File: src/design/ipv4p_pkg.sv
// Shared types and constants for the IPv4 dotted-address parser.
package ipv4p_pkg;

  localparam int unsigned ByteW    = 8;
  localparam int unsigned AddrW    = 32;
  localparam int unsigned TotalW   = 3;
  localparam int unsigned ResultW  = 1 + AddrW + TotalW;
  localparam int unsigned OutDataW = ((ResultW + 7) / 8) * 8;

  localparam logic [AddrW-1:0] LimitOnePart   = 32'h00ff_ffff;
  localparam logic [AddrW-1:0] LimitTwoParts  = 32'h0000_ffff;
  localparam logic [AddrW-1:0] LimitLastPart  = 32'h0000_00ff;
  localparam logic [AddrW-1:0] LimitEarlyPart = 32'h0000_00ff;

  typedef enum logic [1:0] {
    PH_START,
    PH_ZERO,
    PH_DIGITS,
    PH_TRAIL
  } phase_t;

  typedef enum logic [1:0] {
    RADIX_DEC,
    RADIX_OCT,
    RADIX_HEX
  } radix_t;

  // Decoded view of one incoming character.
  typedef struct packed {
    logic       term;
    logic       dec_digit;
    logic       hex_letter;
    logic       zero_char;
    logic       x_char;
    logic       dot;
    logic       blank;
    logic [3:0] digit;
  } char_class_t;

  typedef struct packed {
    logic [TotalW-1:0] part_total;
    logic [AddrW-1:0]  address;
    logic              ok;
  } result_t;

endpackage

File: src/design/ipv4p_char_class.sv
// Character decoder: classifies one string byte and gives its digit value.
module ipv4p_char_class
  import ipv4p_pkg::*;
(
  input  logic [ByteW-1:0] text_byte,
  output char_class_t      cls
);

  always_comb begin
    cls            = '0;
    cls.term       = (text_byte == 8'h00);
    cls.dec_digit  = (text_byte >= 8'h30) && (text_byte <= 8'h39);
    cls.zero_char  = (text_byte == 8'h30);
    cls.x_char     = (text_byte == 8'h78) || (text_byte == 8'h58);
    cls.dot        = (text_byte == 8'h2e);
    cls.blank      = (text_byte == 8'h20) || ((text_byte >= 8'h09) && (text_byte <= 8'h0d));
    if (cls.dec_digit) begin
      cls.digit = 4'(text_byte - 8'h30);
    end else if ((text_byte >= 8'h61) && (text_byte <= 8'h66)) begin
      cls.hex_letter = 1'b1;
      cls.digit      = 4'(text_byte - 8'h57);
    end else if ((text_byte >= 8'h41) && (text_byte <= 8'h46)) begin
      cls.hex_letter = 1'b1;
      cls.digit      = 4'(text_byte - 8'h37);
    end
  end

endmodule

File: src/design/ipv4p_part_fsm.sv
// Parser state machine: per-byte part accumulation and result assembly.
module ipv4p_part_fsm
  import ipv4p_pkg::*;
(
  input  logic        clk,
  input  logic        rst,
  input  logic        step,
  input  char_class_t cls,
  output logic        result_push,
  output result_t     result
);

  phase_t           phase, phase_next;
  radix_t           radix, radix_next;
  logic [AddrW-1:0] part_value, part_value_next;
  logic [1:0]       parts_seen, parts_seen_next;
  logic             failed, failed_next;
  logic [7:0]       earlier [3];
  logic             store_part;

  logic [AddrW-1:0] shifted;
  radix_t           eff_radix;
  logic             take_digit;

  // Digit context: at the start of a part the radix is always decimal.
  always_comb begin
    eff_radix  = (phase == PH_START) ? RADIX_DEC : radix;
    take_digit = cls.dec_digit || (cls.hex_letter && (eff_radix == RADIX_HEX));
    unique case (eff_radix)
      RADIX_OCT: shifted = part_value << 3;
      RADIX_HEX: shifted = part_value << 4;
      default:   shifted = (part_value << 3) + (part_value << 1);
    endcase
  end

  always_comb begin
    phase_next      = phase;
    radix_next      = radix;
    part_value_next = part_value;
    parts_seen_next = parts_seen;
    failed_next     = failed;
    store_part      = 1'b0;
    if (step) begin
      if (cls.term) begin
        phase_next      = PH_START;
        radix_next      = RADIX_DEC;
        part_value_next = '0;
        parts_seen_next = '0;
        failed_next     = 1'b0;
      end else if (!failed && (phase != PH_TRAIL)) begin
        if ((phase == PH_START) && cls.zero_char) begin
          part_value_next = '0;
          radix_next      = RADIX_OCT;
          phase_next      = PH_ZERO;
        end else if ((phase == PH_ZERO) && cls.x_char) begin
          radix_next = RADIX_HEX;
          phase_next = PH_DIGITS;
        end else begin
          radix_next = eff_radix;
          priority if (take_digit) begin
            part_value_next = shifted + AddrW'(cls.digit);
            phase_next      = PH_DIGITS;
          end else if (cls.dot) begin
            if ((parts_seen == 2'd3) || (part_value > LimitEarlyPart)) begin
              failed_next = 1'b1;
            end else begin
              store_part      = 1'b1;
              parts_seen_next = parts_seen + 2'd1;
              part_value_next = '0;
              radix_next      = RADIX_DEC;
              phase_next      = PH_START;
            end
          end else if (cls.blank) begin
            phase_next = PH_TRAIL;
          end else begin
            failed_next = 1'b1;
          end
        end
      end
    end
  end

  always_comb begin
    logic             fits;
    logic [AddrW-1:0] high_bytes;
    unique case (parts_seen)
      2'd0: begin
        fits       = 1'b1;
        high_bytes = '0;
      end
      2'd1: begin
        fits       = (part_value <= LimitOnePart);
        high_bytes = {earlier[0], 24'h0};
      end
      2'd2: begin
        fits       = (part_value <= LimitTwoParts);
        high_bytes = {earlier[0], earlier[1], 16'h0};
      end
      default: begin
        fits       = (part_value <= LimitLastPart);
        high_bytes = {earlier[0], earlier[1], earlier[2], 8'h0};
      end
    endcase
    result_push       = step && cls.term;
    result.ok         = !failed && fits;
    result.address    = result.ok ? (part_value | high_bytes) : '0;
    result.part_total = TotalW'(parts_seen) + TotalW'(1);
  end

  always_ff @(posedge clk) begin
    if (rst) begin
      phase      <= PH_START;
      radix      <= RADIX_DEC;
      part_value <= '0;
      parts_seen <= '0;
      failed     <= 1'b0;
    end else begin
      phase      <= phase_next;
      radix      <= radix_next;
      part_value <= part_value_next;
      parts_seen <= parts_seen_next;
      failed     <= failed_next;
    end
  end

  always_ff @(posedge clk) begin
    if (store_part) begin
      earlier[parts_seen] <= part_value[7:0];
    end
  end

endmodule

File: src/design/ipv4p_out_buf.sv
// Two-entry result buffer that decouples the parser from the output stream.
module ipv4p_out_buf
  import ipv4p_pkg::*;
(
  input  logic    clk,
  input  logic    rst,
  input  logic    push,
  input  result_t push_data,
  output logic    has_space,
  output logic    out_valid,
  input  logic    out_ready,
  output result_t out_data
);

  result_t    slots [2];
  logic       wr_ptr, rd_ptr;
  logic [1:0] count, count_next;
  logic       pop;

  assign pop       = out_valid && out_ready;
  assign out_valid = (count != 2'd0);
  assign has_space = (count != 2'd2);
  assign out_data  = slots[rd_ptr];

  always_comb begin
    count_next = count;
    if (push && !pop) begin
      count_next = count + 2'd1;
    end else if (pop && !push) begin
      count_next = count - 2'd1;
    end
  end

  always_ff @(posedge clk) begin
    if (rst) begin
      wr_ptr <= 1'b0;
      rd_ptr <= 1'b0;
      count  <= '0;
    end else begin
      count <= count_next;
      if (push) begin
        wr_ptr <= ~wr_ptr;
      end
      if (pop) begin
        rd_ptr <= ~rd_ptr;
      end
    end
  end

  always_ff @(posedge clk) begin
    if (push) begin
      slots[wr_ptr] <= push_data;
    end
  end

endmodule

File: src/design/ipv4_dotted_address_parser_unit.sv
// Top level of the IPv4 dotted-address parser.
// Throughput: one string byte per cycle while s_tready is high; each byte updates the part
// registers, and the result is written into the result buffer on the terminator beat.
// The two-entry result buffer keeps bytes flowing while a result waits; input stalls only
// when both entries are full.
// Reset (synchronous, active high) clears the parse state and empties the result buffer.
module ipv4_dotted_address_parser_unit
  import ipv4p_pkg::*;
(
  input  logic                clk,
  input  logic                rst,
  input  logic                s_tvalid,
  output logic                s_tready,
  input  logic [ByteW-1:0]    s_tdata,   // [7:0] text_byte
  output logic                m_tvalid,
  input  logic                m_tready,
  output logic [OutDataW-1:0] m_tdata    // [0] ok, [32:1] address, [35:33] part_total, rest 0
);

  char_class_t cls;
  logic        step;
  logic        result_push;
  result_t     result;
  result_t     out_result;

  assign step = s_tvalid && s_tready;

  ipv4p_char_class u_class (
    .text_byte (s_tdata),
    .cls       (cls)
  );

  ipv4p_part_fsm u_fsm (
    .clk         (clk),
    .rst         (rst),
    .step        (step),
    .cls         (cls),
    .result_push (result_push),
    .result      (result)
  );

  ipv4p_out_buf u_buf (
    .clk       (clk),
    .rst       (rst),
    .push      (result_push),
    .push_data (result),
    .has_space (s_tready),
    .out_valid (m_tvalid),
    .out_ready (m_tready),
    .out_data  (out_result)
  );

  assign m_tdata = OutDataW'(out_result);

endmodule

File: config.mk
export PLATFORM = sky130hd
export DESIGN_NAME = ipv4_dotted_address_parser_unit
export DESIGN_NICKNAME = d
export VERILOG_FILES = /design/src/design/ipv4p_pkg.sv /design/src/design/ipv4p_char_class.sv /design/src/design/ipv4p_part_fsm.sv /design/src/design/ipv4p_out_buf.sv /design/src/design/ipv4_dotted_address_parser_unit.sv
export SDC_FILE = /design/constraint.sdc
export NUM_CORES = 1
export LEC_CHECK = 0
export BUFFER_PORTS_ARGS = -buffer_cell sky130_fd_sc_hd__buf_2
export CAP_MARGIN = 10
export CELL_PAD_IN_SITES_DETAIL_PLACEMENT = 1
export CELL_PAD_IN_SITES_GLOBAL_PLACEMENT = 1
export CORE_ASPECT_RATIO = 0.6
export CORE_MARGIN = 3
export CORE_UTILIZATION = 40
export DETAILED_ROUTE_END_ITERATION = 10
export PLACE_DENSITY_LB_ADDON = 0.15
export SLEW_MARGIN = 20
export SYNTH_ARGS = -nofsm -noshare
export SYNTH_HDL_FRONTEND = slang
export SYNTH_SLANG_ARGS = --single-unit
File: constraint.sdc
create_clock -name clk -period 6.8 [get_ports clk]
set_input_delay 1.02 -clock clk [delete_from_list [all_inputs] [get_ports clk]]
set_output_delay 1.02 -clock clk [all_outputs]
set_load 0.1 [all_outputs]
* Word-level counts from Yosys, hierarchy flattened
Memory sizes are Yosys's and may differ from the RTL's. A register that Yosys moved wholly into a read port is not among the register bits.
Cells that the tools add are included.
** Operators by class
- Multiplexer cells :: 64
- $lt $le $gt $ge :: 12
- Bitwise operators :: 3
- Eq/ne operators :: 22
- Add/subtract/negate cells :: 9
- Reductions and logical operators :: 35
** Operator list (number)
- $mux W32 :: 8
- $pmux W32 S3 :: 1
- $pmux W32 S2 :: 1
- $mux W2 :: 25
- $add A32 B32 Y32 :: 1
- $add A32 B4 Y32 :: 1
- $gt A32 B8 Y1 const B :: 1
- $le A32 B16 Y1 const B :: 1
- $le A32 B24 Y1 const B :: 1
- $le A32 B8 Y1 const B :: 1
- $or A32 B32 Y32 :: 1
- $mux W1 :: 25
- $eq A8 B6 Y1 const B :: 3
- $eq A8 B7 Y1 const B :: 2
- $ge A8 B7 Y1 const B :: 2
- $le A8 B7 Y1 const B :: 2
- $logic_and A1 B1 Y1 :: 14
- $reduce_and A7 Y1 :: 2
- $mux W4 :: 3
- $ne A3 B1 Y1 const B :: 3
- $ge A8 B4 Y1 const B :: 1
- $ge A8 B6 Y1 const B :: 1
- $le A8 B4 Y1 const B :: 1
- $le A8 B6 Y1 const B :: 1
- other kinds (23) :: 43
** Word-level totals
- Bits of input ports :: 12
- Word-level logic and storage cells :: 155
- Memory bits (writable) :: 96
- Memories kept :: 2
- Register bits after elaboration :: 43
- Output and inout port bits :: 42
** Memory list
- u_buf.slots :: depth 2, width 36, rd ports 1, clocked after Yosys merged registers in 1, write ports 1, line ipv4p_out_buf.sv:15 : result_t slots [2];
- u_fsm.earlier :: depth 3, width 8, rd ports 3, clocked after Yosys merged registers in 0, write ports 1, line ipv4p_part_fsm.sv:18 : logic [7:0] earlier [3];

* Depth between registers and ports, before layout
- Depth after elaboration :: 15
- Gate-level depth with buffers :: 22
- Depth with buffers taken out :: 19

* Hierarchy
From an unflattened synthesis, not the netlist that was laid out.
** Second synthesis, totals
- Cells, all modules :: 906
- Area, all modules :: 8893.5 um^2
** By module, submodules not included
- ipv4p_part_fsm :: times used 1, area an instance 5739.3 um^2, sequential area each 1501.4 um^2, cells each 725
- ipv4p_out_buf :: times used 1, area an instance 2803.9 um^2, sequential area each 2262.2 um^2, cells each 134
- ipv4p_char_class :: times used 1, area an instance 310.3 um^2, sequential area each 0.0 um^2, cells each 41
- ipv4_dotted_address_parser_unit :: times used 1, area an instance 40.0 um^2, sequential area each 0.0 um^2, cells each 6

* Least setup slack after synthesis
Ideal clock, no wire load.
- Path type :: reg-to-reg
- Start point :: reg u_fsm.phase[0]
- End point :: reg u_fsm.part_value[30]
- Data required time :: 6.738 ns
- Setup slack :: 1.705 ns
- Clock period less this slack :: 5.095 ns
- Stages on the path, launching flop included :: 20
- Buffers on the path :: 7
- Arrival time :: 5.033 ns
- Cell sequence :: dfxtp_1 o21ai_0 inv_1 ha_1 clkbuf_1 clkbuf_1 buf_2 buf_2 buf_1 buf_1 o21ai_0 ha_1 a21oi_1 nor3_1 and4b_1 or4b_1 buf_2 or3_4 or4_1 nand3_1
** On the way
- Longest elaborated chain between the ends :: 10
- Elaborated cells on any way between the ends :: 23
- Those cells by class :: 1 x add/sub; 6 x eq/ne; 7 x mux; 9 x reduce/logical
** RTL lines
- start, declared :: line ipv4p_part_fsm.sv:13 : phase_t phase, phase_next;
- start signal, assigned :: line ipv4p_part_fsm.sv:118 : phase <= phase_next;
- $logic_not A2 Y1 :: line ipv4p_part_fsm.sv:27, ipv4p_part_fsm.sv:51
- $mux W2 :: line ipv4p_part_fsm.sv:27 : eff_radix = (phase == PH_START) ? RADIX_DEC : radix;
- $eq A2 B2 Y1 / $eq A2 B1 Y1 (equally long branches) :: line ipv4p_part_fsm.sv:28, ipv4p_part_fsm.sv:29
- $pmux W32 S2 / $logic_and A1 B1 Y1 (equally long branches) :: line ipv4p_part_fsm.sv:29, ipv4p_part_fsm.sv:28
- $add A32 B4 Y32 / $logic_or A1 B1 Y1 (equally long branches) :: line ipv4p_part_fsm.sv:61, ipv4p_part_fsm.sv:28
- $mux W32 :: line ipv4p_part_fsm.sv:60 : priority if (take_digit) begin
- $mux W32 :: line ipv4p_part_fsm.sv:55 : end else if ((phase == PH_ZERO) && cls.x_char) begin
- $mux W32 :: line ipv4p_part_fsm.sv:51 : if ((phase == PH_START) && cls.zero_char) begin
- $mux W32 :: line ipv4p_part_fsm.sv:50 : end else if (!failed && (phase != PH_TRAIL)) begin
- $mux W32 :: line ipv4p_part_fsm.sv:44 : if (cls.term) begin
- end signal, assigned :: line ipv4p_part_fsm.sv:120 : part_value <= part_value_next;
- end, declared :: line ipv4p_part_fsm.sv:15 : logic [AddrW-1:0] part_value, part_value_next;
Parallel ways exist; a longest one is shown, timed or not. The select of a mux whose other input is x is not followed.
A chain may end at the register's enable or synchronous reset.

* Worst setup path in the final report
- Start point :: in s_tdata[0]
- End point :: reg u_fsm.part_value[31]
** On the way
- Longest elaborated chain between the ends :: 12
- Elaborated cells on any way between the ends :: 39
- Those cells by class :: 4 x add/sub; 6 x order compare; 6 x eq/ne; 11 x mux; 12 x reduce/logical
** RTL lines
- start, declared :: line ipv4_dotted_address_parser_unit.sv:14 : input logic [ByteW-1:0] s_tdata,
- branches (longest 12 deep; another with $add A32 B4 Y32)
Several ways; the timed one is not identified. The select of a mux whose other input is x is not followed.

==> results.toml <==
[cells_and_area]
finalNonFillerCells = 1258
antenna_cells = 0
final_nets = 1022
drive_above_1_share_pct = 15.3
final_util_pct = 46.8
area_growth_pct = 12.6

[logic_synthesis]
synthCells = 934
ys_seq_area_share_pct = 42.4
postSynthAreaPerCell_sq_um = 9.51
synth_top_area_share_pct = 32.4
yosys.area.top_type = "edfxtp_1"
async_flop_share_pct = 0
synth_cell_types = 76
synth_top_cells_by_area = "edfxtp_1 32%, dfxtp_1 9.9%, ha_1 5.9%"
syn-cell-area_sq_um = 8880
yosysWarningCount = 0
yosysMostFrequentCell = "nor2_1"
synth_edf_count = 96
ys_ff_latch = 140
synthTopCellsByCount = "107 x nor2_1, 96 x edfxtp_1, 72 x nand2_1"
synth_ff_type = "edfxtp_1"

[cts]
clk_latency_ns = 0.42
cts_tree = "built"
clock_path_buffers = 2
h-tree-depth = 4
numCtsBuffers = 17
post-cts-setup-buffers = 0
cts_resized = 0
root_buffer = "clkbuf_16"
cts.clk_slew.worst_paths_ns = 0.07
clock_sinks = 140
hold_buffers = 0

[floorplan]
ios = 54
core_area_sq_um = 21400
die_h_um = 121
design.die.area_sq_um = 24100
num_rows = 41
start_util_pct = 41.5
die_w_um = 198

[sta]
slew_headroom_pct = 21.3
finalCritPeriodShare_pct = 77.5
finClkSkew_ns = 0.0136
finalCriticalPeriod_ns = 5.27
finalSetupViolations = 0
max_freq_mhz = 190
fin_ws_ns = 1.53
setup-tns-final_ns = 0
tightest_slew_ns = 1.16
rsz0062_at_grt = "no"
holdWs_ns = 0.449
hold_viol_final = 0
drv_slew = 0

[global_route]
grt_pass1_wl_um = 41900
antenna_found_initial = 0
grt.overflow.total = 0
grt_max_degree = 66
track_usage_pct = 22.3
grt_pass1_vias = 7220

[setup_path]
start_kind = "input pin"
cp_data_arrival_time_ns = 5.56
startpoint = "s_tdata[0]"
crit_end = "u_fsm.part_value[31]$_SDFFE_PP0P_"
r2r_start = "u_fsm.part_value[7]$_SDFFE_PP0P_"
reg2reg_depth = 11
required_ns = 7.09
critical_path_class = "in -> reg"
cp-end-kind = "flip-flop"
crit_fanout = 7
r2r_end = "u_fsm.part_value[30]$_SDFFE_PP0P_"
rrSetupSlack_ns = 1.79

[drt]
routedWlPerCell_um = 21.3
drtAntennaViolNets = 0
drc = 0
wl_um = 26800
avgViaCountPerCell = 6.02
drtIter0Drc = 551
first_pass_iters = 5
routed-via-count = 7577

[placement]
port_buffers = 49
pre_cts_slack_ns = 1.14
gp_congestion = 0.832
placed_cells = 1225
dp_hpwl_um = 19700

[power_and_ir_drop]
power_density_nw_per_um2 = 214
ir_drop_v = 0.000133
p_leak_nw = 3.73

[run]
maxCapViolCount = 0

[run_status]
outcome = "completed"

[worst_hold_path]
hp-class = "reg -> reg"
flip-flops by register name, indices dropped and copies added (netlist names), 2 cells and up, named ones only:
signal / cells
u_fsm.part_value: 32
u_fsm.radix: 2
u_buf.slots: 72
u_fsm.earlier: 24
u_fsm.phase: 2
u_fsm.parts_seen: 2
u_buf.count: 2
power breakdown:
part / internal (mW) / switching (mW) / total (mW)
Clock: 0.579 / 0.383 / 0.962
Combinational: 0.0522 / 0.220 / 0.273
Sequential: 0.903 / 0.00369 / 0.907
per-layer routing:
layer	wire length [um]	track usage (%)	vias up	share of wire, %
li1	-	-	3610	-
met5	0	0	-	0
met1	14300	36.6	3777	53
met4	192	3.62	0	0.72
met2	10900	30.3	171	40
met3	1480	3.66	19	5.5
area by class of cell:
class / count / area (sq um)
Clock buffer: 21 / 504
Clock inverter: 11 / 118
Fill cell: 2417 / 11400
Inverter: 22 / 82.6
Multi-Input combinational cell: 726 / 4850
Sequential cell: 140 / 3760
Tap cell: 279 / 349
Timing Repair Buffer: 59 / 333
critical path, cell delays in order:
cell	delay [ns]
buf_2	0.14
inv_1	0.12
ha_1	0.29
o21bai_1	0.11
a211oi_1	0.53
a32o_1	0.23
ha_1	0.18
inv_1	0.06
fa_1	0.41
inv_1	0.08
a21oi_1	0.07
or3_1	0.45
nand4bb_1	0.31
nor4_2	0.59
nand4_1	0.31
nor4b_1	0.38
xor2_1	0.20
o21ai_1	0.08
worst min path at each step:
stage | to | depth (start not counted) | from
floorplan | u_fsm.radix[1]$_SDFFE_PP0P_ | 2 | u_fsm.radix[1]$_SDFFE_PP0P_
global placement | u_fsm.radix[1]$_SDFFE_PP0P_ | 2 | u_fsm.radix[1]$_SDFFE_PP0P_
detailed placement | u_fsm.radix[1]$_SDFFE_PP0P_ | 2 | u_fsm.radix[1]$_SDFFE_PP0P_
CTS | u_fsm.radix[1]$_SDFFE_PP0P_ | 2 | u_fsm.radix[1]$_SDFFE_PP0P_
global route | u_fsm.radix[1]$_SDFFE_PP0P_ | 2 | u_fsm.radix[1]$_SDFFE_PP0P_
finish | u_fsm.radix[1]$_SDFFE_PP0P_ | 2 | u_fsm.radix[1]$_SDFFE_PP0P_
per-stage QoR:
step,power [mW],cell area (sq um)
final,2.14,10000
after global routing,2.21,10000
after CTS,2.15,9980
after detailed placement,1.20,9360
after global placement,1.20,9360
after floorplan,1.16,8900
placed cells by master (no fill, tap or decap), types with 8 or more instances in the layout:
master,count
a21oi_1,68
a22oi_1,28
nand2b_1,12
buf_4,9
nor3b_1,8
buf_2,49
mux2_2,37
clkbuf_16,20
or3_1,9
xor2_1,16
a21o_1,16
and3_1,14
nor3_1,16
nand3_1,17
nor4_1,8
inv_1,21
edfxtp_1,96
ha_1,41
xnor2_1,20
a211oi_1,12
a221oi_1,12
o21ai_1,9
o211ai_1,11
nand2_1,72
dfxtp_1,44
and2_1,15
nor2_1,107
a31oi_1,9
o21ai_0,43
nand4_1,14
a221o_1,8
logic make-up (layout without fill, tap and decap cells):
group,count (synthesis),after routing,synth area share [%]
buffers and inverters,71,113,3.34
multiplexers,38,38,4.80
other,1,4,0.0422
AND/OR/NAND/NOR,334,334,19.0
flip-flops,140,140,42.4
XOR/XNOR,36,36,3.55
AO/OA/AOI/OAI,270,270,20.6
adder cells (fa/ha/maj),44,44,6.37
Note: power is estimated with default switching activity, not from simulation.
